**src/rtl/core/emb_pkg.sv**
```systemverilog
// ----------------------------------------------------------------------------
// emb_pkg
// shared types, constants and register indexes of the 3x3 emboss filter
// ----------------------------------------------------------------------------
package emb_pkg;

	localparam int DEFAULT_MAX_WIDTH = 2048;

	localparam int PIX_W     = 8;
	localparam int ROW_W     = 16;
	localparam int COL_OUT_W = 11;
	localparam int CFG_W_W   = 12;
	localparam int CFG_IDX_W = 2;
	localparam int CFG_DAT_W = 16;

	localparam logic [CFG_W_W-1:0] RESET_WIDTH  = 12'd640;
	localparam logic [ROW_W-1:0]   RESET_HEIGHT = 16'd480;

	localparam logic [PIX_W-1:0] EMBOSS_BIAS = 8'd128;

	localparam logic [CFG_IDX_W-1:0] REG_IMAGE_WIDTH  = 2'd0;
	localparam logic [CFG_IDX_W-1:0] REG_IMAGE_HEIGHT = 2'd1;

	typedef struct packed {
		logic interior;
		logic border;
	} emb_flags_t;

	typedef struct packed {
		logic [PIX_W-1:0] ul;
		logic [PIX_W-1:0] up;
		logic [PIX_W-1:0] left;
		logic [PIX_W-1:0] right;
		logic [PIX_W-1:0] down;
		logic [PIX_W-1:0] lr;
	} emb_taps_t;

	typedef struct packed {
		logic [ROW_W-1:0]     row;
		logic [COL_OUT_W-1:0] col;
		logic [PIX_W-1:0]     value;
	} emb_res_t;

endpackage

```
**src/rtl/core/emb_kernel.sv**
```systemverilog
// ----------------------------------------------------------------------------
// emb_kernel
// emboss kernel sum over the 3x3 window plus a bias of 128, wrapped to 8 bits
// ----------------------------------------------------------------------------
module emb_kernel
	import emb_pkg::*;
(
	input  emb_taps_t        taps,
	output logic [PIX_W-1:0] value
);

	always_comb begin
		value = EMBOSS_BIAS + taps.right + taps.down + {taps.lr[PIX_W-2:0], 1'b0}
			- {taps.ul[PIX_W-2:0], 1'b0} - taps.up - taps.left;
	end

endmodule

```
**config.mk**
```make
export PLATFORM = sky130hd
export DESIGN_NAME = emb_kernel
export DESIGN_NICKNAME = d
export VERILOG_FILES = /design/src/rtl/core/emb_pkg.sv /design/src/rtl/core/emb_kernel.sv
export SDC_FILE = /design/constraint.sdc
export NUM_CORES = 1
export LEC_CHECK = 0
export ABC_AREA = 1
export BUFFER_PORTS_ARGS = -buffer_cell sky130_fd_sc_hd__buf_2
export CAP_MARGIN = 10
export CELL_PAD_IN_SITES_DETAIL_PLACEMENT = 0
export CELL_PAD_IN_SITES_GLOBAL_PLACEMENT = 1
export CORE_MARGIN = 3
export CORE_UTILIZATION = 37
export DETAILED_ROUTE_END_ITERATION = 10
export PLACE_DENSITY_LB_ADDON = 0.1
export SLEW_MARGIN = 15
export SYNTH_ARGS = -nofsm -noshare
export SYNTH_HDL_FRONTEND = slang
export SYNTH_SLANG_ARGS = --single-unit
```
**constraint.sdc**
```tcl
create_clock -name vclk -period 6.1
set_input_delay 0.305 -clock vclk [all_inputs]
set_output_delay 0.305 -clock vclk [all_outputs]
set_load 0.02 [all_outputs]
```
# == Word level (Yosys, flattened, before mapping) ==
# Cells that the tools add are included.
# word_totals
in_bits,48
ram_bits,0
memories,0
output_inout_bits,8
latchBits,0
word_cells,6
register_bits,0
romBits,0
# op_classes
add_sub_neg,6
n_lt_le_gt_ge,0
bitwise,0
reduce_logical,0
n_mul,0
shift,0
n_div,0
n_eq_ne,0
muxes,0
# ops
cell,count
8-bit subtractor,3
8-bit adder,2
8-bit adder (first input constant),1

# == Logic depth before layout (Yosys ltp) ==
# logic_depth
depth_word,6
ltp_mapped,19
mapped_depth_nobuf,19

# == Worst setup path before layout ==
# Ideal clock, no wire load.
# synth_timing
path_type,in2out
start,input port taps[27] (netlist bit)
end,output port value[6]
t_required_ps,5795
slack_ps,2455
arrival_ps,3340
path_buffers,0
stages,11
path_cell_list,inv_1 fa_1 fa_1 inv_1 fa_1 inv_1 ha_1 inv_1 fa_1 o21ai_0 xor2_1
# synth_between
elab_chain_cells,1
# synth_lines
element,line_no,text
"start, declared",emb_kernel.sv:8,"input emb_taps_t taps,"
8-bit subtractor,emb_kernel.sv:14,"- {taps.ul[PIX_W-2:0], 1'b0} - taps.up - taps.left;"
"end, declared",emb_kernel.sv:9,output logic [PIX_W-1:0] value
# Every way passes these cells.

# == Worst setup path after layout ==
# layout_timing
start,input port taps[36] (netlist bit)
end,output port value[7]
# layout_between
elab_chain_cells,2
# layout_lines
element,line_no
8-bit subtractor (2 in series),emb_kernel.sv:14
# Every way passes these cells.

==> impl_metrics.csv <==
group,metric,value,unit
layout,utilization,49.7,%
layout,design.seq.count,0,
floorplan,die_area,0.00401,mm2
timing,hold_violations,0,
synthesis,ys_seq_area_share,0,%
layout,diodes,0,
placement,dp_hpwl,2.11,mm
floorplan,fp.dieH,63.4,um
pwr,power_frac_seq,0,%
global_route,overflow,0,
timing,maxSlewViolCount,0,
global_route,antenna_found_initial,0,
worst_setup_path,critPathTopFamily,"adder cells",
synthesis,synth-warning-count,0,
timing,fmax,261,MHz
pwr,p_clk_share,0,%
synthesis,synth_cells,171,
clocking,cts.repair.resized,0,
pwr,ir_drop,0.164,mV
layout,nClkBuffers,0,
synthesis,syn-num-nets,257,
floorplan,die_width,63.4,um
worst_setup_path,crit_slowest_cell,"fa_1",
layout,regArea,0,um2
worst_setup_path,crit_chain,"buf_2, inv_1, fa_1, inv_1, fa_1, inv_1, fa_1, ha_1, ha_1, a21oi_1, nand2_1, nand2_1, nand2_1, nand2_1, nand2_1, inv_1, nand2_1, nand2_1, buf_2",
timing,max_slew_margin,85.6,%
route,initialDrtViolationCount,11,
placement,portBuffers,54,
clocking,hold_buffers,0,
pwr,p_leak,1.02,nW
floorplan,io_pins,56,
layout,design_area,0.00154,mm2
hold_path,hp-class,"primary input to output pin",
timing,fin_tns_setup,0,ns
floorplan,num_rows,20,
status,outcome,"finished clean",
worst_setup_path,end_kind,"output pin",
route,viasPerCell,4.13,
worst_setup_path,crit_start,"taps[36]",
placement,post-place-ws,2.23,ns
job,cap_violations,0,
hold_path,min_from,"taps[17]",
worst_setup_path,worstPathArrival,3.53,ns
floorplan,core-area,0.00310,mm2
worst_setup_path,crit_type,"primary input to output pin",
timing,worst_slack,2.27,ns
synthesis,syn-cell-area,0.00122,mm2
pwr,p_comb_share,100.0,%
route,routed_wl,2.14,mm
timing,setup_violations,0,
synthesis,synth_top_area_cell,"fa_1",
global_route,grt_pass1_vias,1055,
route,wl_per_cell,7.96,um
layout,final_cells,269,
worst_setup_path,required,5.79,ns
route,ant_nets,0,
synthesis,yosysMostFrequentCell,"inv_1",
synthesis,yosysTopAreaCellShare,39.5,%
worst_setup_path,critPathMaxFanout,4,
worst_setup_path,path_buf_inv,6,
synthesis,synth.area.top_cells,"fa_1 39%, inv_1 21%, ha_1 14%",
hold_path,hold_path_end,"value[1]",
worst_setup_path,path_common_cell,"nand2_1",
route,firstDrtPassIters,4,
synthesis,syn-mean-instance-area,7.12,um2
layout,area_delta_synth_final,26.7,%
synthesis,yosys-top-cells-count,"67 x inv_1, 38 x nand2_1, 24 x fa_1",
hold_path,hold_depth,3,
global_route,grt_max_degree,5,
layout,final_net_count,313,
placement,dp_cells,269,
worst_setup_path,startpoint_type,"primary input",
placement,place_congestion,0.709,
route,route.detailed.drc,0,
pwr,switching_share,61.0,%
timing,fin_crit,3.83,ns
synthesis,yosysUniqueCellTypes,11,
route,vias,1110,
global_route,grt_usage,11.4,%
timing,timing.final.crit_share,62.8,%
clocking,cts_setup_buffers,0,
layout,drive_above_1_share,28.9,%
timing,rsz0062_at_grt,"false",
placement,dpl-instance-area,0.00154,mm2
floorplan,start_util,39.2,%
timing,tightestPinTransition,0.213,ns
worst_setup_path,crit_cells,19,
pwr,power.net_switching,0.000333,W
pwr,p_int,0.000214,W
pwr,cellPowerDensity,355,mW/mm2
worst_setup_path,slowest_delay,0.53,ns
global_route,grt_pass1_wl,3.93,mm
[placed cells by master, fill, tap and decap left out, types with 3 or more instances in the layout]
master	instances
buf_2	54
fa_1	24
ha_1	14
inv_1	67
nand2_1	38
nand2_2	9
nand3_1	9
xor2_1	3
[metal layers]
layer  part of all wire, %  track usage [%]  vias to the layer above
met4                     0                0                        0
met1                    38             13.1                      504
li1                      -                -                      580
met2                    56             23.7                       26
met3                   6.0             1.07                        0
met5                     0                0                        -
[stage by stage]
stage	hold slack, ns	total power [W]
2_1_floorplan	0.820	0.000409
3_3_place_gp	0.947	0.000546
3_5_place_dp	0.953	0.000556
4_1_cts	0.953	0.000559
5_1_grt	0.965	0.000634
6_report	0.948	0.000547
[tightest hold or removal path: cells and delay by family]
family | cells | cell delay [ns]
buffers and inverters | 2 | 0.23
adders and majority gates | 1 | 0.11
[cell families after synthesis]
| group | count (synthesis) | share of synthesized area [%] |
|---|---|---|
| buffers and inverters | 69 | 21.3 |
| AND/OR/NAND/NOR | 56 | 20.0 |
| adder cells (fa/ha/maj) | 38 | 53.9 |
| XOR/XNOR | 5 | 3.60 |
| AO/OA/AOI/OAI | 3 | 1.23 |
[how the worst max path moves through the flow]
stage	endpoint	slack [ns]
6_report	value[7]	2.27
5_1_grt	value[7]	2.03
4_1_cts	value[7]	2.23
3_5_place_dp	value[7]	2.23
3_3_place_gp	value[7]	2.29
2_1_floorplan	value[6]	2.45
[final cells by class]
| cell class | count | area (um2) |
|---|---|---|
| repair buffers | 54 | 270 |
| fillers | 343 | 1560 |
| well taps | 44 | 55.1 |
| multi-input cells | 102 | 958 |
| inverters | 69 | 259 |
[power by group through the flow]
| stage | Combinational, W | Sequential, W | Clock (W) |
|---|---|---|---|
| 6_report | 0.000547 | 0 | 0 |
| 5_1_grt | 0.000634 | 0 | 0 |
| 4_1_cts | 0.000559 | 0 | 0 |
| 3_5_place_dp | 0.000556 | 0 | 0 |
| 3_3_place_gp | 0.000546 | 0 | 0 |
| 2_1_floorplan | 0.000409 | 0 | 0 |
Power figures use the tool's default switching activity.
