<file path="src/rtl/core/emb_pkg.sv">
// ----------------------------------------------------------------------------
// emb_pkg
// shared types, constants and register indexes of the 3x3 emboss filter
// ----------------------------------------------------------------------------
package emb_pkg;

	localparam int DEFAULT_MAX_WIDTH = 2048;

	localparam int PIX_W     = 8;
	localparam int ROW_W     = 16;
	localparam int COL_OUT_W = 11;
	localparam int CFG_W_W   = 12;
	localparam int CFG_IDX_W = 2;
	localparam int CFG_DAT_W = 16;

	localparam logic [CFG_W_W-1:0] RESET_WIDTH  = 12'd640;
	localparam logic [ROW_W-1:0]   RESET_HEIGHT = 16'd480;

	localparam logic [PIX_W-1:0] EMBOSS_BIAS = 8'd128;

	localparam logic [CFG_IDX_W-1:0] REG_IMAGE_WIDTH  = 2'd0;
	localparam logic [CFG_IDX_W-1:0] REG_IMAGE_HEIGHT = 2'd1;

	typedef struct packed {
		logic interior;
		logic border;
	} emb_flags_t;

	typedef struct packed {
		logic [PIX_W-1:0] ul;
		logic [PIX_W-1:0] up;
		logic [PIX_W-1:0] left;
		logic [PIX_W-1:0] right;
		logic [PIX_W-1:0] down;
		logic [PIX_W-1:0] lr;
	} emb_taps_t;

	typedef struct packed {
		logic [ROW_W-1:0]     row;
		logic [COL_OUT_W-1:0] col;
		logic [PIX_W-1:0]     value;
	} emb_res_t;

endpackage

</file>
<file path="src/rtl/core/emb_outbuf.sv">
// ----------------------------------------------------------------------------
// emb_outbuf
// result register holding up to two results of one pixel, sent in order
// ----------------------------------------------------------------------------
module emb_outbuf
	import emb_pkg::*;
(
	input  logic       clk,
	input  logic       arst_n,
	input  logic       load,
	input  emb_flags_t flags,
	input  emb_res_t   int_res,
	input  emb_res_t   bord_res,
	output logic       can_load,
	output logic       m_tvalid,
	input  logic       m_tready,
	output emb_res_t   m_res,
	output logic       m_tlast
);

	logic [1:0] cnt_q;
	emb_res_t   res0_q;
	emb_res_t   res1_q;
	logic       take;

	assign m_tvalid = (cnt_q != 2'd0);
	assign m_tlast  = (cnt_q == 2'd1);
	assign m_res    = res0_q;
	assign take     = m_tvalid && m_tready;
	assign can_load = (cnt_q == 2'd0) || ((cnt_q == 2'd1) && m_tready);

	always_ff @(posedge clk or negedge arst_n) begin
		if (!arst_n) begin
			cnt_q <= 2'd0;
		end else if (load) begin
			cnt_q <= 2'(flags.interior) + 2'(flags.border);
		end else if (take) begin
			cnt_q <= (cnt_q == 2'd2) ? 2'd1 : 2'd0;
		end
	end

	always_ff @(posedge clk) begin
		if (load) begin
			res0_q <= flags.interior ? int_res : bord_res;
			res1_q <= bord_res;
		end else if (take && (cnt_q == 2'd2)) begin
			res0_q <= res1_q;
		end
	end

endmodule

</file>
<file path="config.mk">
export PLATFORM = sky130hd
export DESIGN_NAME = emb_outbuf
export DESIGN_NICKNAME = d
export VERILOG_FILES = /design/src/rtl/core/emb_pkg.sv /design/src/rtl/core/emb_outbuf.sv
export SDC_FILE = /design/constraint.sdc
export NUM_CORES = 1
export LEC_CHECK = 0
export BUFFER_PORTS_ARGS = -buffer_cell sky130_fd_sc_hd__buf_2
export CAP_MARGIN = 0
export CORE_UTILIZATION = 35
export DETAILED_ROUTE_END_ITERATION = 6
export PLACE_DENSITY = 0.61
export SYNTH_ARGS = -nofsm -noshare
export SYNTH_HDL_FRONTEND = slang
export SYNTH_SLANG_ARGS = --single-unit
</file>
<file path="constraint.sdc">
create_clock -name clk -period 2 [get_ports clk]
set_input_delay 0.4 -clock clk [delete_from_list [all_inputs] [get_ports clk]]
set_output_delay 0.4 -clock clk [all_outputs]
set_load 0.005 [all_outputs]
</file>
# After elaboration in Yosys (flattened, before gate mapping)
# Index checks and enable logic that the tools add are counted.
# word_totals
ff_bits,72
output_inout_bits,38
# classes
n_addsub,1
eq_ne,2
mux,6
reduce_logical,8
# ops
operator,n
2-to-1 mux 35 bit,3
nonzero test 2 bit,3
2-to-1 mux 2 bit,2
logical AND 1 bit,3
adder 1 x 1 -> 2 bit,1
"equality test 2 x 1 -> 1 bit, second input constant",1
"equality test 2 bit, second input constant",1
zero test 2 bit,1
logical OR 1 bit,1
2-to-1 mux 1 bit,1

# Logic depth before layout (Yosys ltp)
# logic_depth
word_depth,5
depth_mapped,4
ltp_nobuf,3

# Worst setup path after synthesis
# No wires, ideal clock.
# synth_timing
path_type,input to register
start,in load
end,"reg res0_q, in the netlist m_res[0] (enable)"
setup_ps,393
t_arrival_ps,1368
required_ps,1607
setup_slack_ps,240
stages,3
cell_sequence,buf_2 inv_1 nand2_1
# synth_between
elab_chain_cells,1
# synth_rtl
element,line,source
"start, declared",emb_outbuf.sv:10,"input logic load,"
nonzero test 2 bit (no line),n/a,
"end signal, assigned",emb_outbuf.sv:44,res0_q <= flags.interior ? int_res : bord_res;
"end signal, assigned",emb_outbuf.sv:47,res0_q <= res1_q;
"end, declared",emb_outbuf.sv:22,emb_res_t res0_q;
# Every way passes these cells.
# A chain may end at the register's enable or synchronous reset.

# Final worst setup path
# layout_timing
start,reg cnt_q[1]
end,out m_tvalid
# layout_between
elab_chain_cells,1
# layout_rtl
element,line,source
"start, declared",emb_outbuf.sv:21,logic [1:0] cnt_q;
"start signal, assigned",emb_outbuf.sv:36,cnt_q <= 2'(flags.interior) + 2'(flags.border);
"start signal, assigned",emb_outbuf.sv:38,cnt_q <= (cnt_q == 2'd2) ? 2'd1 : 2'd0;
nonzero test 2 bit,emb_outbuf.sv:26,assign m_tvalid = (cnt_q != 2'd0);
"end, declared",emb_outbuf.sv:15,"output logic m_tvalid,"
# Every way passes these cells.

==> results.ini <==
[floorplan]
num_rows=33
die_h_um=94.5
die_area_sq_mm=0.00894
core_sq_mm=0.00826
start_util=0.363
io_pins=114
die-width_um=94.5

[detailed_routing]
drc_errors=0
num_vias=1982
drt-initial-drc-count=70
top_layer_used=met4
wl_um=5600
routedLengthMet1_um=2600
drt_first_pass_iters=4
vias_per_cell=4.60
wl_met2_um=2550
wl_per_cell_um=13.0
ant_nets=0
met3_length_um=361

[worst_setup_path]
required_ns=1.60
crit_arrival_ns=1.17
path_cells=or2_2 > buf_2
startpoint_type=flop
rr_endpoint=m_res[9]
cp-end-kind=primary output
regToRegSetupSlack_ns=0.70
max_stage_delay_ns=0.41
cp_max_fo=5
reg2reg_depth=3
criticalPathCategory=reg2out
r2r_start=cnt_q[0]
crit_slowest_cell=dfrtp_1

[synthesis]
synth_top_cell_by_area=edfxtp_1
synth-seq-area-share=0.718
ys_async_sr_fraction=0.0278
yosys_warnings=0
synth-seq-cells=72
synth_nets=279
synth_cell_types=18
synth-edff-count=70
synth_top_area_frac=0.701
netlist_top_cells_count=edfxtp_1, a21oi_1, mux2i_1, nor2_1, buf_2
postSynthAreaPerCell_sq_um=14.8
syn-cell-area_sq_mm=0.00300
syn_inst=202
synthFlopType=edfxtp_1
synth_area_leaders=edfxtp_1, mux2i_1, a21oi_1
yosysMostFrequentCell=edfxtp_1

[sta]
tightest_slew_ns=0.341
slew_violations=0
worst_hold_slack_ns=0.247
fin_setup_tns_ns=0
max_freq_mhz=636
fin_crit_sh=0.786
rsz0062_at_grt=false
hold_viol=0
setup_viol=0
skew_ns=0.00837
max_slew_margin=0.773
period_minus_slack_ns=1.57

[min_path]
holdPathStages=1
worstHoldEndpoint=res1_q[33]
min_path_type=in2reg
worstHoldStart=bord_res[33]

[clocking]
cts_num_sinks=72
clk_latency_ns=0.34
cts.clk_slew.worst_paths_ns=0.07
cts_setup_buffers=0
cts_buffers=9
cts_resized=0
cts_tree=yes
htreeDepth=3
hold_buffers=1
cts-root-buf=clkbuf_8
clock_path_buffers=2

[cells_and_area]
n_antenna_cell=0
final_nets=398
drive_gt1_frac=0.408
area.growth.synth_to_final_pct=29.3
nFillCells=788

[placed_design]
dp_hpwl_um=3640
io_buffer_count=113
place.gp.congestion=0.664

[grt]
grt_usage=0.131
grt_remaining_overflow=0
grt_pass1_wl_um=8580
grt_pass1_vias=1768
grt_max_degree=60
antenna_found_initial=0

[status]
outcome=completed

[pwr]
max-vdd-ir-drop_mv=0.503
power_density_mw_per_mm2=873
leakagePower_nw=1.65

[job]
cap_violations=0

-- worst max path at each step --
stage / depth (start not counted) / slack (ns) / startpoint / end
floorplan: 3 / 0.24 / load / m_res[0]
global placement: 4 / 0.63 / flags[1] / m_res[14]
detailed placement: 4 / 0.62 / flags[1] / m_res[12]
CTS: 2 / 0.40 / cnt_q[1] / m_tvalid
global route: 2 / 0.37 / cnt_q[1] / m_tvalid
finish: 2 / 0.43 / cnt_q[1] / m_tvalid
-- where the power goes --
| group | total, W | internal, W | switching [W] |
|---|---|---|---|
| sequential | 0.00183 | 0.00180 | 0.0000303 |
| clock | 0.00119 | 0.000698 | 0.000496 |
| combinational | 0.000359 | 0.000178 | 0.000181 |
| total | 0.00338 | 0.00268 | 0.000708 |
-- final cells by class --
class                      count  area [sq um]  share of cell area
timing repair buffer         120           648               0.167
inverter                       1          3.75            0.000969
sequential                    72          2150               0.555
multi-input combinational    117           736               0.190
clock inverter                 4          68.8              0.0178
tap                          105           131              0.0339
clock buffer                  12           135              0.0349
-- critical path: cells and delay by family (launching register included) --
| kind | cells | cell delay, ns |
|---|---|---|
| and+or+nand+nor | 1 | 0.30 |
| buffers and inverters | 1 | 0.13 |
| DFF | 1 | 0.41 |
-- metal layers --
layer / vias up / GRT usage
met5: - / 0
met4: 0 / 0.0644
met3: 8 / 0.0523
met2: 69 / 0.192
met1: 917 / 0.169
li1: 988 / -
-- metrics by stage --
stage / power [W] / setup slack, ns / cell area [sq um] / util / cells
6_report: 0.00338 / 0.428 / 3870 / 0.469 / 431
5_1_grt: 0.00356 / 0.367 / 3870 / 0.469 / 431
4_1_cts: 0.00345 / 0.400 / 3870 / 0.469 / 431
3_5_place_dp: 0.00223 / 0.616 / 3660 / 0.443 / 414
3_3_place_gp: 0.00222 / 0.626 / 3660 / 0.443 / 414
2_1_floorplan: 0.00204 / 0.240 / 3000 / - / 202
-- sequential cells by signal, indices dropped and copies added (netlist names) --
name and cells:
cnt_q 2, res1_q 35, m_res 35
-- placed cells by master (no fill, tap or decap), drive strengths merged --
cell type	count
nand2	2
o21ai	1
clkbuf	12
nand2b	2
inv	1
dlygate4sd3	1
a31oi	1
or2	1
bufinv	2
a21oi	35
buf	119
nand3b	1
edfxtp	70
nor2b	3
clkinv	2
dfrtp	2
nor2	35
ha	1
mux2i	35
-- logic make-up after synthesis --
logic type	count (synthesis)	synth area share
buffers and inverters	13	0.0372
muxes	35	0.117
and+or+nand+nor	44	0.0614
DFF	72	0.718
adders and majority gates	1	0.00417
AOI/OAI and AO/OA	37	0.0622
Power figures use the tool's default switching activity.
