<file path="src/rtl/core/emb_pkg.sv">
// ----------------------------------------------------------------------------
// emb_pkg
// shared types, constants and register indexes of the 3x3 emboss filter
// ----------------------------------------------------------------------------
package emb_pkg;

	localparam int DEFAULT_MAX_WIDTH = 2048;

	localparam int PIX_W     = 8;
	localparam int ROW_W     = 16;
	localparam int COL_OUT_W = 11;
	localparam int CFG_W_W   = 12;
	localparam int CFG_IDX_W = 2;
	localparam int CFG_DAT_W = 16;

	localparam logic [CFG_W_W-1:0] RESET_WIDTH  = 12'd640;
	localparam logic [ROW_W-1:0]   RESET_HEIGHT = 16'd480;

	localparam logic [PIX_W-1:0] EMBOSS_BIAS = 8'd128;

	localparam logic [CFG_IDX_W-1:0] REG_IMAGE_WIDTH  = 2'd0;
	localparam logic [CFG_IDX_W-1:0] REG_IMAGE_HEIGHT = 2'd1;

	typedef struct packed {
		logic interior;
		logic border;
	} emb_flags_t;

	typedef struct packed {
		logic [PIX_W-1:0] ul;
		logic [PIX_W-1:0] up;
		logic [PIX_W-1:0] left;
		logic [PIX_W-1:0] right;
		logic [PIX_W-1:0] down;
		logic [PIX_W-1:0] lr;
	} emb_taps_t;

	typedef struct packed {
		logic [ROW_W-1:0]     row;
		logic [COL_OUT_W-1:0] col;
		logic [PIX_W-1:0]     value;
	} emb_res_t;

endpackage

</file>
<file path="src/rtl/core/emb_ctr.sv">
// ----------------------------------------------------------------------------
// emb_ctr
// frame size registers and row and column position counters
// ----------------------------------------------------------------------------
module emb_ctr
	import emb_pkg::*;
#(
	parameter int MAX_WIDTH = DEFAULT_MAX_WIDTH,
	localparam int CW = $clog2(MAX_WIDTH)
) (
	input  logic                 clk,
	input  logic                 arst_n,
	input  logic                 cfg_we,
	input  logic [CFG_IDX_W-1:0] cfg_index,
	input  logic [CFG_DAT_W-1:0] cfg_data,
	input  logic                 advance,
	output logic [CW-1:0]        col,
	output logic [ROW_W-1:0]     row,
	output emb_flags_t           flags
);

	localparam int EW = $clog2(MAX_WIDTH + 1);
	localparam int WW = (EW > CFG_W_W) ? EW : CFG_W_W;

	logic [CFG_W_W-1:0] width_q;
	logic [ROW_W-1:0]   height_q;
	logic [CW-1:0]      col_q;
	logic [ROW_W-1:0]   row_q;

	logic [WW-1:0]    w_raw;
	logic [WW-1:0]    eff_w;
	logic [ROW_W-1:0] eff_h;
	logic             col_last;
	logic             row_last;

	always_comb begin
		w_raw = WW'(width_q);
		if (w_raw == '0) begin
			eff_w = WW'(1);
		end else if (w_raw > WW'(MAX_WIDTH)) begin
			eff_w = WW'(MAX_WIDTH);
		end else begin
			eff_w = w_raw;
		end
		eff_h = (height_q == '0) ? 16'd1 : height_q;
		col = (WW'(col_q) >= eff_w) ? '0 : col_q;
		row = (row_q >= eff_h) ? '0 : row_q;
		col_last = (WW'(col) == eff_w - WW'(1));
		row_last = (row == eff_h - 16'd1);
		flags.interior = (row >= 16'd2) && (col >= CW'(2));
		flags.border = (row == '0) || row_last || (col == '0) || col_last;
	end

	always_ff @(posedge clk or negedge arst_n) begin
		if (!arst_n) begin
			width_q  <= RESET_WIDTH;
			height_q <= RESET_HEIGHT;
			col_q    <= '0;
			row_q    <= '0;
		end else begin
			if (cfg_we) begin
				unique case (cfg_index)
					REG_IMAGE_WIDTH:  width_q <= cfg_data[CFG_W_W-1:0];
					REG_IMAGE_HEIGHT: height_q <= cfg_data;
					default: ;
				endcase
			end
			if (advance) begin
				if (col_last) begin
					col_q <= '0;
					row_q <= row_last ? '0 : row + 16'd1;
				end else begin
					col_q <= col + CW'(1);
					row_q <= row;
				end
			end
		end
	end

endmodule

</file>
<file path="config.mk">
export PLATFORM = sky130hd
export DESIGN_NAME = emb_ctr
export DESIGN_NICKNAME = d
export VERILOG_FILES = /design/src/rtl/core/emb_pkg.sv /design/src/rtl/core/emb_ctr.sv
export SDC_FILE = /design/constraint.sdc
export NUM_CORES = 1
export LEC_CHECK = 0
export BUFFER_PORTS_ARGS = -buffer_cell sky130_fd_sc_hd__buf_4
export CAP_MARGIN = 5
export CELL_PAD_IN_SITES_DETAIL_PLACEMENT = 1
export CELL_PAD_IN_SITES_GLOBAL_PLACEMENT = 2
export CORE_UTILIZATION = 39
export DETAILED_ROUTE_END_ITERATION = 8
export PLACE_DENSITY = 0.92
export REMOVE_ABC_BUFFERS = 1
export SLEW_MARGIN = 20
export SYNTH_ARGS = -nofsm -noshare
export SYNTH_HDL_FRONTEND = slang
export SYNTH_SLANG_ARGS = --single-unit
</file>
<file path="constraint.sdc">
create_clock -name clk -period 8.7 [get_ports clk]
set_input_delay 1.74 -clock clk [delete_from_list [all_inputs] [get_ports clk]]
set_output_delay 1.74 -clock clk [all_outputs]
set_load 0.005 [all_outputs]
</file>
# After elaboration in Yosys (flattened, before gate mapping)
# Index checks and enable logic that the tools add are counted.
[op_classes]
add_sub_neg = 4
magnitude_cmp = 5
eq_ne = 3
n_mux = 8
reduce_logical = 11
[op_table]
columns = ["cell", "n"]
rows = [
  ["$mux 16", 4],
  ["$logic_not 16->1", 2],
  ["$mux 12", 2],
  ["$mux 11", 2],
  ["$add 16x1->16 const B", 1],
  ["$eq 16x16->1", 1],
  ["$ge 16x16->1", 1],
  ["$ge 16x2->1 const B", 1],
  ["$sub 16x1->16 const B", 1],
  ["$eq 11x12->1", 1],
  ["$ge 11x12->1", 1],
  ["$gt 12x12->1 const B", 1],
  ["$logic_not 12->1", 1],
  ["$sub 12x1->12 const B", 1],
  ["$add 11x1->11 const B", 1],
  ["$ge 11x2->1 const B", 1],
  ["$logic_not 11->1", 1],
  ["$reduce_and 2->1", 2],
  ["$logic_or 1x1->1", 3],
  ["$eq 2x1->1 const B", 1],
  ["$logic_not 2->1", 1],
  ["$logic_and 1x1->1", 1],
]
[word_totals]
register_bits = 55
in_bits = 22
output_inout_bits = 29
wordCells = 35

# Logic depth before layout (Yosys ltp)
# Gate-level depths: netlist of run 1.
[depth]
depth_word = 8
mapped_depth = 19
depth_no_buf = 17

# Worst setup path after synthesis of run 1
# OpenSTA, ideal clock, no wires.
[synth_path]
kind = "register to output"
start = "register height_q[9]"
end = "output flags[0] in the netlist's numbering"
t_arrival_ns = 3.929
required_time_ns = 6.960
path_slack_ns = 3.031
stages_incl_launch_ff = 18
n_path_buf = 5
cell_sequence = "dfrtp_1 -> clkbuf_1 -> or4_1 -> buf_2 -> nor2_4 -> a31oi_2 -> ha_1 -> clkbuf_1 -> or4b_1 -> nor3_1 -> xnor2_1 -> nor4bb_1 -> o21ai_1 -> a221o_1 -> or4_4 -> buf_6 -> clkbuf_1 -> nand3_1"
[synth_rtl]
columns = ["item", "line_no", "text"]
rows = [
  ["start: declaration", "emb_ctr.sv:26", "logic [ROW_W-1:0] height_q;"],
  ["start signal: assignment", "emb_ctr.sv:64", "REG_IMAGE_HEIGHT: height_q <= cfg_data;"],
  ["end: declaration", "emb_ctr.sv:19", "output emb_flags_t flags"],
]

==> results of run 1 <==
[cell type report]
class                   count  area, sq um  share of cell area (%)
multi-input cells         498         3540                    60.5
flip-flops and latches     55         1380                    23.7
repair buffers             52          390                    6.68
well taps                 172          215                    3.68
inverters                  39          146                    2.50
clock buffers               5          125                    2.14
clock inverters             3         47.5                   0.813
[where the power goes]
part / switching, mW / internal [mW] / leakage, nW
logic: 0.320 / 0.246 / 1.67
registers: 0.0968 / 0.299 / 0.649
clock network: 0.107 / 0.138 / 0.0844
[per-layer routing]
layer / part of all wire (%) / wire length [um] / GRT usage (%)
met1: 44 / 7580 / 32.0
met2: 50 / 8660 / 44.7
met3: 4.0 / 692 / 3.49
met4: 1.5 / 260 / 7.45
met5: 0 / 0 / 0
[placed cells by master, fill, tap and decap left out, types with 4 or more instances in the layout]
master,netlist,layout
nand2_1,54,54
buf_4,0,52
dfrtp_1,49,49
nor2_1,39,39
inv_1,38,38
ha_1,33,33
nor3_1,32,32
mux2_2,28,28
o21ai_0,22,22
nand3_1,21,21
nand4_1,17,17
nor4_1,17,17
xnor2_1,16,16
and2_1,15,15
a31oi_1,11,11
and3_1,11,11
or4_1,11,11
a21oi_1,11,11
a211oi_1,10,10
nand2b_1,8,8
or3_1,8,8
a22oi_1,8,8
o21a_1,7,7
nor3b_1,7,6
nand3b_1,6,6
dfstp_2,6,6
o211ai_1,5,5
xor2_1,5,5
clkbuf_16,0,5
nor2b_1,4,4
o21ai_1,4,4
nor4b_1,4,4
mux2i_1,4,4
o31ai_1,4,4
a32o_1,4,4
[critical path: cells and delay by family (launching register included)]
kind,cells,cell delay [ns]
flops,1,0.47
simple gates,5,2.17
fa+ha+maj,1,0.23
buf+inv,2,0.27
compound gates,5,1.84
[sequential cells by signal (all words and copies together), names as in the netlist]
| signal | count |
|---|---|
| col_q | 11 |
| height_q | 16 |
| row_q | 16 |
| w_raw | 12 |
[worst max-delay path by stage]
stage,to,slack [ns],cells past startpoint
2_1_floorplan,flags[0],3.20,13
3_3_place_gp,flags[0],2.38,13
3_5_place_dp,flags[0],2.17,13
4_1_cts,flags[0],1.77,13
5_1_grt,flags[0],1.29,13
6_report,flags[0],1.66,13
[Yosys cell counts (4+ instances only)]
master | instances | area share [%]
nand4_1 | 17 | 2.0
or3_1 | 8 | 0.95
xnor2_1 | 16 | 2.7
ha_1 | 33 | 7.9
a21oi_1 | 11 | 1.0
o31ai_1 | 4 | 0.57
a211oi_1 | 10 | 1.4
mux2i_1 | 4 | 0.76
o21a_1 | 7 | 1.0
dfstp_2 | 6 | 3.0
nor2b_1 | 4 | 0.48
o21ai_0 | 22 | 2.1
mux2_2 | 28 | 6.0
nand3_1 | 21 | 2.0
and3_1 | 11 | 1.3
buf_2 | 8 | 0.76
o211ai_1 | 5 | 0.72
or4_1 | 11 | 1.6
nand2_1 | 54 | 3.9
nand3b_1 | 6 | 0.86
inv_1 | 38 | 2.7
nor4b_1 | 4 | 0.67
nor2_1 | 39 | 2.8
nor3b_1 | 7 | 1.0
dfrtp_1 | 49 | 23
a32o_1 | 4 | 0.76
xor2_1 | 5 | 0.84
and2_1 | 15 | 1.8
a22oi_1 | 8 | 1.1
nor4_1 | 17 | 2.0
clkbuf_1 | 33 | 2.4
nor3_1 | 32 | 3.1
a31oi_1 | 11 | 1.3
o21ai_1 | 4 | 0.38
nand2b_1 | 8 | 0.95
[logic make-up (layout without fill, tap and decap cells)]
kind of cell               count (synthesis)  in the layout  synth area share [%]
muxes                                     32             32                  6.78
and+or+nand+nor                          277            277                  29.9
buffers and inverters                     82             99                  6.20
adders and majority gates                 33             33                  7.87
xor gates and xnor gates                  21             21                  3.51
AOI/OAI and AO/OA                        135            135                  19.3
DFF                                       55             55                  26.4
==> impl_metrics.json, run 1 <==
{
  "outcome": "completed",
  "antenna_found_initial": 0,
  "yosys_most_used_dff": "dfrtp_1",
  "syn_to_final_growth_pct": 11.5,
  "worstPathArrival_ns": 5.30,
  "crit_start": "w_raw[3]$_DFFE_PN0P_",
  "die_area_sq_mm": 0.0139,
  "gr-total-overflow": 0,
  "leakagePower_nw": 2.40,
  "worst_pin_slew_ns": 0.939,
  "rsz0062_at_grt": "false",
  "grt_use_total_pct": 25.4,
  "dr.first_iter.drc_count": 340,
  "vias_per_cell": 6.22,
  "syn-cell-area_sq_mm": 0.00524,
  "period_needed_ns": 7.04,
  "worst_setup_path_end_kind": "output pin",
  "num_vias": 5123,
  "hold_slack_ns": 0.609,
  "cts_sinks": 55,
  "min-delay-start": "height_q[10]$_DFFE_PN0P_",
  "yosys_warnings": 0,
  "start_util_pct": 40.7,
  "cp_common_cell": "o21ai_0",
  "dpl_worst_slack_ns": 2.17,
  "cts_max_level": 2,
  "fp-row-count": 41,
  "gp_congestion": 0.918,
  "crit_fanout": 24,
  "slew_headroom_pct": 37.3,
  "min_to": "height_q[10]$_DFFE_PN0P_",
  "ant_nets": 0,
  "grt_pass1_vias": 5328,
  "netlist-cell-type-count": 84,
  "critical_path.max_stage_delay_ns": 0.73,
  "placed_area_sq_mm": 0.00568,
  "path_clk_slew_ns": 0.08,
  "rrSetupSlack_ns": 3.27,
  "crit_chain": "nor4_1 -> a32oi_1 -> inv_1 -> ha_1 -> nor2b_1 -> o21ai_0 -> a31oi_1 -> nand2_1 -> o21ai_0 -> o2111ai_1 -> or2_1 -> nand3_1 -> buf_4",
  "wire_per_inst_um": 20.9,
  "crit_type": "reg -> out",
  "grt_pass1_wl_mm": 28.2,
  "cts-resized-gates": 0,
  "drtPass1Iterations": 4,
  "diodes": 0,
  "tritoncts": "yes",
  "fin_skew_ns": 0.00807,
  "power_density_mw_per_mm2": 206,
  "clock.fmax_ghz": 0.142,
  "worstHoldPathType": "reg -> reg",
  "numCtsBuffers": 5,
  "synth.ff_latch_count": 55,
  "setup_viol": 0,
  "fin_area_sq_mm": 0.00585,
  "dp_cells": 816,
  "vdd_ir_drop_max_uv": 102,
  "nFillCells": 1562,
  "layout.nets": 706,
  "crit_slowest_cell": "or2_1",
  "dpl.hpwl_mm": 13.1,
  "setup_tns_ns": 0,
  "maxCapViolations": 0,
  "hold_viol": 0,
  "crit_required_ns": 6.96,
  "critPathLaunchType": "flip-flop",
  "drv_slew": 0,
  "ioPinCount": 51,
  "total_power_mw": 1.21,
  "drt-total-wl_mm": 17.2,
  "r2r_start": "w_raw[3]$_DFFE_PN0P_",
  "clk_latency_ns": 0.31,
  "final_util_pct": 45.4,
  "instances_no_fill": 824,
  "hold_buffers": 0,
  "clockBufferDepth": 2,
  "ys_seq_area_share_pct": 26.4,
  "avgSynthCellArea_sq_um": 8.26,
  "post_cts_buffers": 0,
  "rr_endpoint": "row_q[15]$_DFFE_PN0P_",
  "die_x_um": 118,
  "fp.dieH_um": 118,
  "drive_gt1_share_pct": 17.3,
  "setup_ws_ns": 1.66,
  "cts_root_buffer": "clkbuf_16",
  "r2r_cells": 13,
  "min_period_over_period_pct": 80.9,
  "netlist_instances": 635,
  "drc": 0,
  "synth-edff-count": 0,
  "holdPathStages": 1,
  "portBuffers": 50,
  "async_flop_share_pct": 100,
  "grt_max_degree": 56,
  "core_sq_mm": 0.0129
}
Power figures use the tool's default switching activity.
==> run 2: changes to the inputs <==
--- a/config.mk
+++ b/config.mk
@@ -5,13 +5,14 @@
 export SDC_FILE = /design/constraint.sdc
 export NUM_CORES = 1
 export LEC_CHECK = 0
+export ABC_AREA = 1
 export BUFFER_PORTS_ARGS = -buffer_cell sky130_fd_sc_hd__buf_4
 export CAP_MARGIN = 5
 export CELL_PAD_IN_SITES_DETAIL_PLACEMENT = 1
 export CELL_PAD_IN_SITES_GLOBAL_PLACEMENT = 2
-export CORE_UTILIZATION = 39
+export CORE_UTILIZATION = 32
 export DETAILED_ROUTE_END_ITERATION = 8
-export PLACE_DENSITY = 0.92
+export PLACE_DENSITY = 0.86
 export REMOVE_ABC_BUFFERS = 1
 export SLEW_MARGIN = 20
 export SYNTH_ARGS = -nofsm -noshare
==> constraint.sdc (replaced) <==
create_clock -name clk -period 6.9 [get_ports clk]
set_input_delay 1.38 -clock clk [delete_from_list [all_inputs] [get_ports clk]]
set_output_delay 1.38 -clock clk [all_outputs]
set_load 0.005 [all_outputs]
==> run 2 against run 1 <==
  * Sequential power grew 10%
  * Cell count grew 39%
  * Flip-flop and latch count is the same
  * Clock-buffer cell count is 2 higher
  * Sequential share of layout area shrank 1.0 points
  * Critical path type unchanged
  * Critical endpoint unchanged
  * Largest power group unchanged
==> impl_metrics.json, run 2 <==
{
  "diodes": 0,
  "period_needed_ns": 5.70,
  "drv_slew": 0,
  "clk_latency_ns": 0.31,
  "gr-total-overflow": 0,
  "p_int_mw": 0.813,
  "cts_max_level": 2,
  "tritoncts": "yes",
  "die_x_um": 132,
  "rsz0062_at_grt": "false",
  "cp_common_cell": "nand2_1",
  "worst_setup_path_end_kind": "output pin",
  "numCtsBuffers": 5,
  "die_area_sq_mm": 0.0174,
  "crit_chain": "nor2_1 -> nand2_1 -> inv_1 -> nand2_1 -> nand2_2 -> nand2_1 -> inv_1 -> ha_1 -> nand2_1 -> nor2_1 -> nand3_2 -> nand4_4 -> nor2_4 -> inv_2 -> nand3_1 -> nand2_1 -> nor2_2 -> nand3_4 -> nor2_8 -> nor2_1 -> nand3_1 -> buf_4",
  "drc": 0,
  "slew_headroom_pct": 38.6,
  "ys_seq_area_share_pct": 25.7,
  "synth.ff_latch_count": 55,
  "synth-edff-count": 0,
  "crit_type": "reg -> out",
  "ant_nets": 0,
  "post_cts_buffers": 0,
  "drtPass1Iterations": 5,
  "p_comb_share_pct": 53.0,
  "critical_path.max_stage_delay_ns": 0.57,
  "placed_area_sq_mm": 0.00594,
  "setup_viol": 0,
  "async_flop_share_pct": 100,
  "grt_max_degree": 56,
  "start_util_pct": 32.6,
  "ys_top_cells_by_count": "310 x nand2_1, 122 x inv_1, 98 x nor2_1",
  "leakagePower_nw": 3.36,
  "layout.nets": 978,
  "netlist_instances": 886,
  "fin_skew_ns": 0.0128,
  "hold_slack_ns": 0.504,
  "power.switching_mw": 0.728,
  "grt_use_total_pct": 22.4,
  "fp-row-count": 47,
  "outcome": "completed",
  "syn_to_final_growth_pct": 13.5,
  "crit_required_ns": 5.52,
  "clockBufferDepth": 2,
  "cts-resized-gates": 0,
  "total_power_mw": 1.54,
  "yosys.area_share.simple_pct": 43.4,
  "netlist.area_leader.share_pct": 22.7,
  "avgSynthCellArea_sq_um": 6.09,
  "path_clk_slew_ns": 0.07,
  "clock.fmax_ghz": 0.175,
  "min_period_over_period_pct": 82.6,
  "final_cell_mix": "310 x nand2_1, 122 x inv_1, 98 x nor2_1, 70 x nand3_1, 50 x buf_4",
  "core_sq_mm": 0.0165,
  "cts_sinks": 55,
  "fin_area_sq_mm": 0.00612,
  "wire_per_inst_um": 16.3,
  "final_common_cell": "nand2_1",
  "hold_buffers": 0,
  "synth_xor_xnor_area_share_pct": 4.22,
  "gp_congestion": 0.864,
  "netlist-cell-type-count": 36,
  "synth_fa_ha_area_share_pct": 7.65,
  "synth_compound_area_share_pct": 8.00,
  "synth_area_leaders": "dfrtp_1 23%, nand2_1 22%, inv_1 8.5%",
  "antenna_found_initial": 0,
  "dr.first_iter.drc_count": 275,
  "drt-total-wl_mm": 18.6,
  "swShare_pct": 47.3,
  "vdd_ir_drop_max_uv": 108,
  "setup_tns_ns": 0,
  "drive_gt1_share_pct": 10.1,
  "maxCapViolations": 0,
  "vias_per_cell": 4.94,
  "synth_top_family_by_area": "simple AND/OR/NAND/NOR gates",
  "grt_pass1_wl_mm": 30.7,
  "syn-cell-area_sq_mm": 0.00539,
  "synth_most_common_cell": "nand2_1",
  "worstPathArrival_ns": 4.32,
  "worstHoldPathType": "reg -> reg",
  "yosysTopAreaCell": "dfrtp_1",
  "fp.dieH_um": 132,
  "power_frac_seq_pct": 28.3,
  "power_density_mw_per_mm2": 252,
  "ioPinCount": 51,
  "cts_root_buffer": "clkbuf_16",
  "yosys_warnings": 0,
  "critPathLaunchType": "flip-flop",
  "hold_viol": 0,
  "num_vias": 5655,
  "crit_slowest_cell": "dfstp_2",
  "dpl.hpwl_mm": 14.9,
  "yosys_most_used_dff": "dfrtp_1",
  "crit_fanout": 18,
  "clock_power_share_pct": 18.7,
  "worst_pin_slew_ns": 0.909,
  "grt_pass1_vias": 5621,
  "portBuffers": 50,
  "synth.area.mux_share_pct": 0
}
[run 2: cell types whose count changed after synthesis, sizes merged, moves of 19 or more]
cell    previous run  this run
nand2             54       313
inv               38       130
nor2              40       109
nand3             21        72
mux2              28         0
clkbuf            33        10
nor3              34        12
xor2               5        25
o21ai             27        46
[run 2: power by group through the flow]
| stage | Sequential [mW] | Combinational (mW) | Clock (mW) |
|---|---|---|---|
| 3_3_place_gp | 0.439 | 0.810 | 0 |
| 3_5_place_dp | 0.441 | 0.818 | 0 |
| 5_1_grt | 0.444 | 0.930 | 0.307 |
| 4_1_cts | 0.436 | 0.822 | 0.300 |
| 2_1_floorplan | 0.420 | 0.564 | 0 |
| 6_report | 0.436 | 0.817 | 0.288 |
[run 2: final cells by class]
cell class | count | area (sq um)
fill | 2249 | 10400
multi-input combinational | 679 | 3420
clock inverter | 1 | 7.51
tap | 220 | 275
inverter | 131 | 492
sequential | 55 | 1380
timing repair buffer | 51 | 390
clock buffer | 7 | 153
[run 2: layer usage]
layer	routed length [um]	GRT usage [%]
met1	9390	33.0
met2	8160	34.9
met3	876	3.04
met4	182	4.39
met5	0	0
[run 2: path summary, 6_finish.rpt]
| kind | start | endpoint | slack (ns) | cells after the start |
|---|---|---|---|---|
| setup / recovery | w_raw[7]$_DFFE_PN1P_ | flags[0] | 1.20 | 22 |
| hold / removal | w_raw[10]$_DFFE_PN0P_ | w_raw[10]$_DFFE_PN0P_ | 0.50 | 2 |
| setup reg to reg | w_raw[7]$_DFFE_PN1P_ | row_q[5]$_DFFE_PN0P_ | 2.45 | 22 |
| hold reg to reg | w_raw[10]$_DFFE_PN0P_ | w_raw[10]$_DFFE_PN0P_ | 0.50 | 2 |
| max in group asynchronous | arst_n | col_q[8]$_DFFE_PN0P_ | 5.25 | 1 |
| min in group asynchronous | arst_n | row_q[12]$_DFFE_PN0P_ | 1.12 | 1 |
[run 2: kinds of logic after synthesis]
kind of cell | count (synthesis)
simple gates | 541
flops | 55
fa+ha+maj | 33
xor+xnor | 26
buf+inv | 152
compound gates | 79
[run 2: stage by stage]
stage / setup slack, ns / utilization, % / instances
4_1_cts: 1.19 / 36.9 / 1143
6_report: 1.20 / 37.0 / 1144
3_3_place_gp: 1.59 / 36.0 / 1135
3_5_place_dp: 1.54 / 36.0 / 1135
5_1_grt: 0.822 / 37.0 / 1144
2_1_floorplan: 2.45 / - / 865
[run 2: critical path: cells and delay by family (launching register included)]
kind	cells	cell delay, ns
buffers and inverters	4	0.37
DFF	1	0.57
and+or+nand+nor	17	2.77
adders and majority gates	1	0.29
==> run 3: changes to the inputs <==
==> constraint.sdc (replaced) <==
create_clock -name clk -period 5.3 [get_ports clk]
set_input_delay 1.06 -clock clk [delete_from_list [all_inputs] [get_ports clk]]
set_output_delay 1.06 -clock clk [all_outputs]
set_load 0.005 [all_outputs]
==> run 3 against run 2 <==
  * Die area did not move
  * Routed wire length rose by 3.6%
  * Clock skew up 0.0052 ns
  * Worst setup slack got worse by 0.83 ns
  * Via count increased by 1.4%
  * Worst hold slack better by 0.021 ns
  * First-iteration DRC count grew 7.3%
  * Design area grew 1.8%
  * Critical path type unchanged
  * Critical endpoint unchanged
==> impl_metrics.json, run 3 (synthesis gave the netlist of run 2 again) <==
{
  "rrSetupSlack_ns": 1.28,
  "grt_pass1_vias": 5698,
  "syn_to_final_growth_pct": 15.5,
  "drt-total-wl_mm": 19.3,
  "worst_pin_slew_ns": 0.927,
  "register_area_sq_mm": 0.00138,
  "holdPathStages": 2,
  "drive_gt1_share_pct": 11.2,
  "crit_slowest_cell": "dfrtp_1",
  "drc": 0,
  "num_vias": 5734,
  "leakagePower_nw": 3.43,
  "fin_skew_ns": 0.0180,
  "cts_max_level": 2,
  "cts_sinks": 55,
  "crit_required_ns": 4.24,
  "power_density_mw_per_mm2": 330,
  "power_frac_seq_pct": 27.9,
  "final_cell_mix": "310 x nand2_1, 122 x inv_1, 97 x nor2_1, 70 x nand3_1, 62 x buf_4",
  "p_int_mw": 1.09,
  "min_to": "w_raw[10]$_DFFE_PN0P_",
  "start_util_pct": 32.6,
  "die_area_sq_mm": 0.0174,
  "critical_path.max_stage_delay_ns": 0.47,
  "ant_nets": 0,
  "swShare_pct": 46.8,
  "p_comb_share_pct": 53.9,
  "fin_area_sq_mm": 0.00623,
  "worstHoldPathType": "reg -> reg",
  "nFillCells": 2223,
  "r2r_start": "height_q[4]$_DFFE_PN0P_",
  "min_period_over_period_pct": 93.2,
  "die_x_um": 132,
  "hold_buffers": 0,
  "tritoncts": "yes",
  "clock_power_share_pct": 18.3,
  "outcome": "completed",
  "final_common_cell": "nand2_1",
  "layout.nets": 991,
  "gp_congestion": 0.868,
  "dr.first_iter.drc_count": 295,
  "hold_slack_ns": 0.525,
  "clock.fmax_ghz": 0.203,
  "path_clk_slew_ns": 0.07,
  "crit_fanout": 8,
  "ioPinCount": 51,
  "numCtsBuffers": 5,
  "grt_use_total_pct": 22.8,
  "min-delay-start": "w_raw[10]$_DFFE_PN0P_",
  "placed_area_sq_mm": 0.00600,
  "maxCapViolations": 0,
  "clk_latency_ns": 0.32,
  "critPathLaunchType": "flip-flop",
  "slew_headroom_pct": 37.4,
  "core_sq_mm": 0.0165,
  "cts_root_buffer": "clkbuf_16",
  "gr-total-overflow": 0,
  "portBuffers": 50,
  "grt_max_degree": 56,
  "fp-row-count": 47,
  "cp_common_cell": "nand2_1",
  "setup_tns_ns": 0,
  "hold_viol": 0,
  "vdd_ir_drop_max_uv": 141,
  "rsz0062_at_grt": "false",
  "worst_setup_path_end_kind": "output pin",
  "drtPass1Iterations": 5,
  "antenna_found_initial": 0,
  "period_needed_ns": 4.94,
  "crit_start": "height_q[4]$_DFFE_PN0P_",
  "multi_input_area_sq_mm": 0.00342,
  "rr_endpoint": "row_q[13]$_DFFE_PN0P_",
  "dpl.hpwl_mm": 15.3,
  "r2r_cells": 27,
  "grt_pass1_wl_mm": 30.9,
  "diodes": 0,
  "fp.dieH_um": 132,
  "vias_per_cell": 4.96,
  "crit_type": "reg -> out",
  "wire_per_inst_um": 16.7,
  "clockBufferDepth": 2,
  "drv_slew": 0,
  "worstPathArrival_ns": 3.88,
  "power.switching_mw": 0.963,
  "setup_viol": 0
}
-- run 3: cell count changes in the layout (fill, tap and decap cells not counted), sizes merged --
cell	before	now
clkinvlp	1	0
buf	51	64
clkbuf	7	8
-- run 3: repair_timing --
| action | 4_1_cts | 5_1_grt |
|---|---|---|
| setup endpoints to repair | 0 | 1 |
| resized for setup | 0 | 2 |
| setup buffers | 0 | 5 |
-- run 3: worst max path at each step --
stage	end	depth (start not counted)	slack (ns)
after floorplan	flags[0]	21	1.17
after global placement	flags[0]	23	0.52
after detailed placement	flags[0]	23	0.38
after CTS	flags[0]	23	0.03
after global routing	flags[0]	25	0.008
final	flags[0]	25	0.36
-- run 3: worst max-delay path, delay by kind of cell (launching register included) --
kind | cells | cell delay, ns
DFF | 1 | 0.47
and+or+nand+nor | 20 | 2.19
buffers and inverters | 4 | 0.71
adders and majority gates | 1 | 0.18
-- run 3: metal layers --
layer / share of wire, % / GRT usage [%] / vias to the layer above
met4: 0.94 / 4.39 / 0
met1: 52 / 33.3 / 2738
met3: 2.6 / 2.54 / 13
li1: - / - / 2911
met2: 44 / 36.0 / 72
met5: 0 / 0 / -
-- run 3: stage by stage --
stage	power, mW	util (%)	setup WS (ns)	cells
finish	2.06	37.7	0.363	1157
floorplan	1.28	-	1.17	865
global placement	1.63	36.3	0.523	1143
detailed placement	1.65	36.3	0.381	1143
global route	2.23	37.7	0.00773	1157
CTS	2.04	37.3	0.0294	1151
-- run 3: layout make-up --
cell class | instances | share of cell area [%]
Timing Repair Buffer | 64 | 8.03
Clock buffer | 8 | 2.51
Multi-Input combinational cell | 679 | 54.9
Tap cell | 220 | 4.42
Inverter | 131 | 7.89
Sequential cell | 55 | 22.2
-- run 3: power groups by stage --
stage	clock network, mW	logic [mW]	registers (mW)
2_1_floorplan	0	0.734	0.547
3_3_place_gp	0	1.06	0.576
3_5_place_dp	0	1.07	0.578
4_1_cts	0.385	1.08	0.572
5_1_grt	0.398	1.25	0.583
6_report	0.376	1.11	0.573
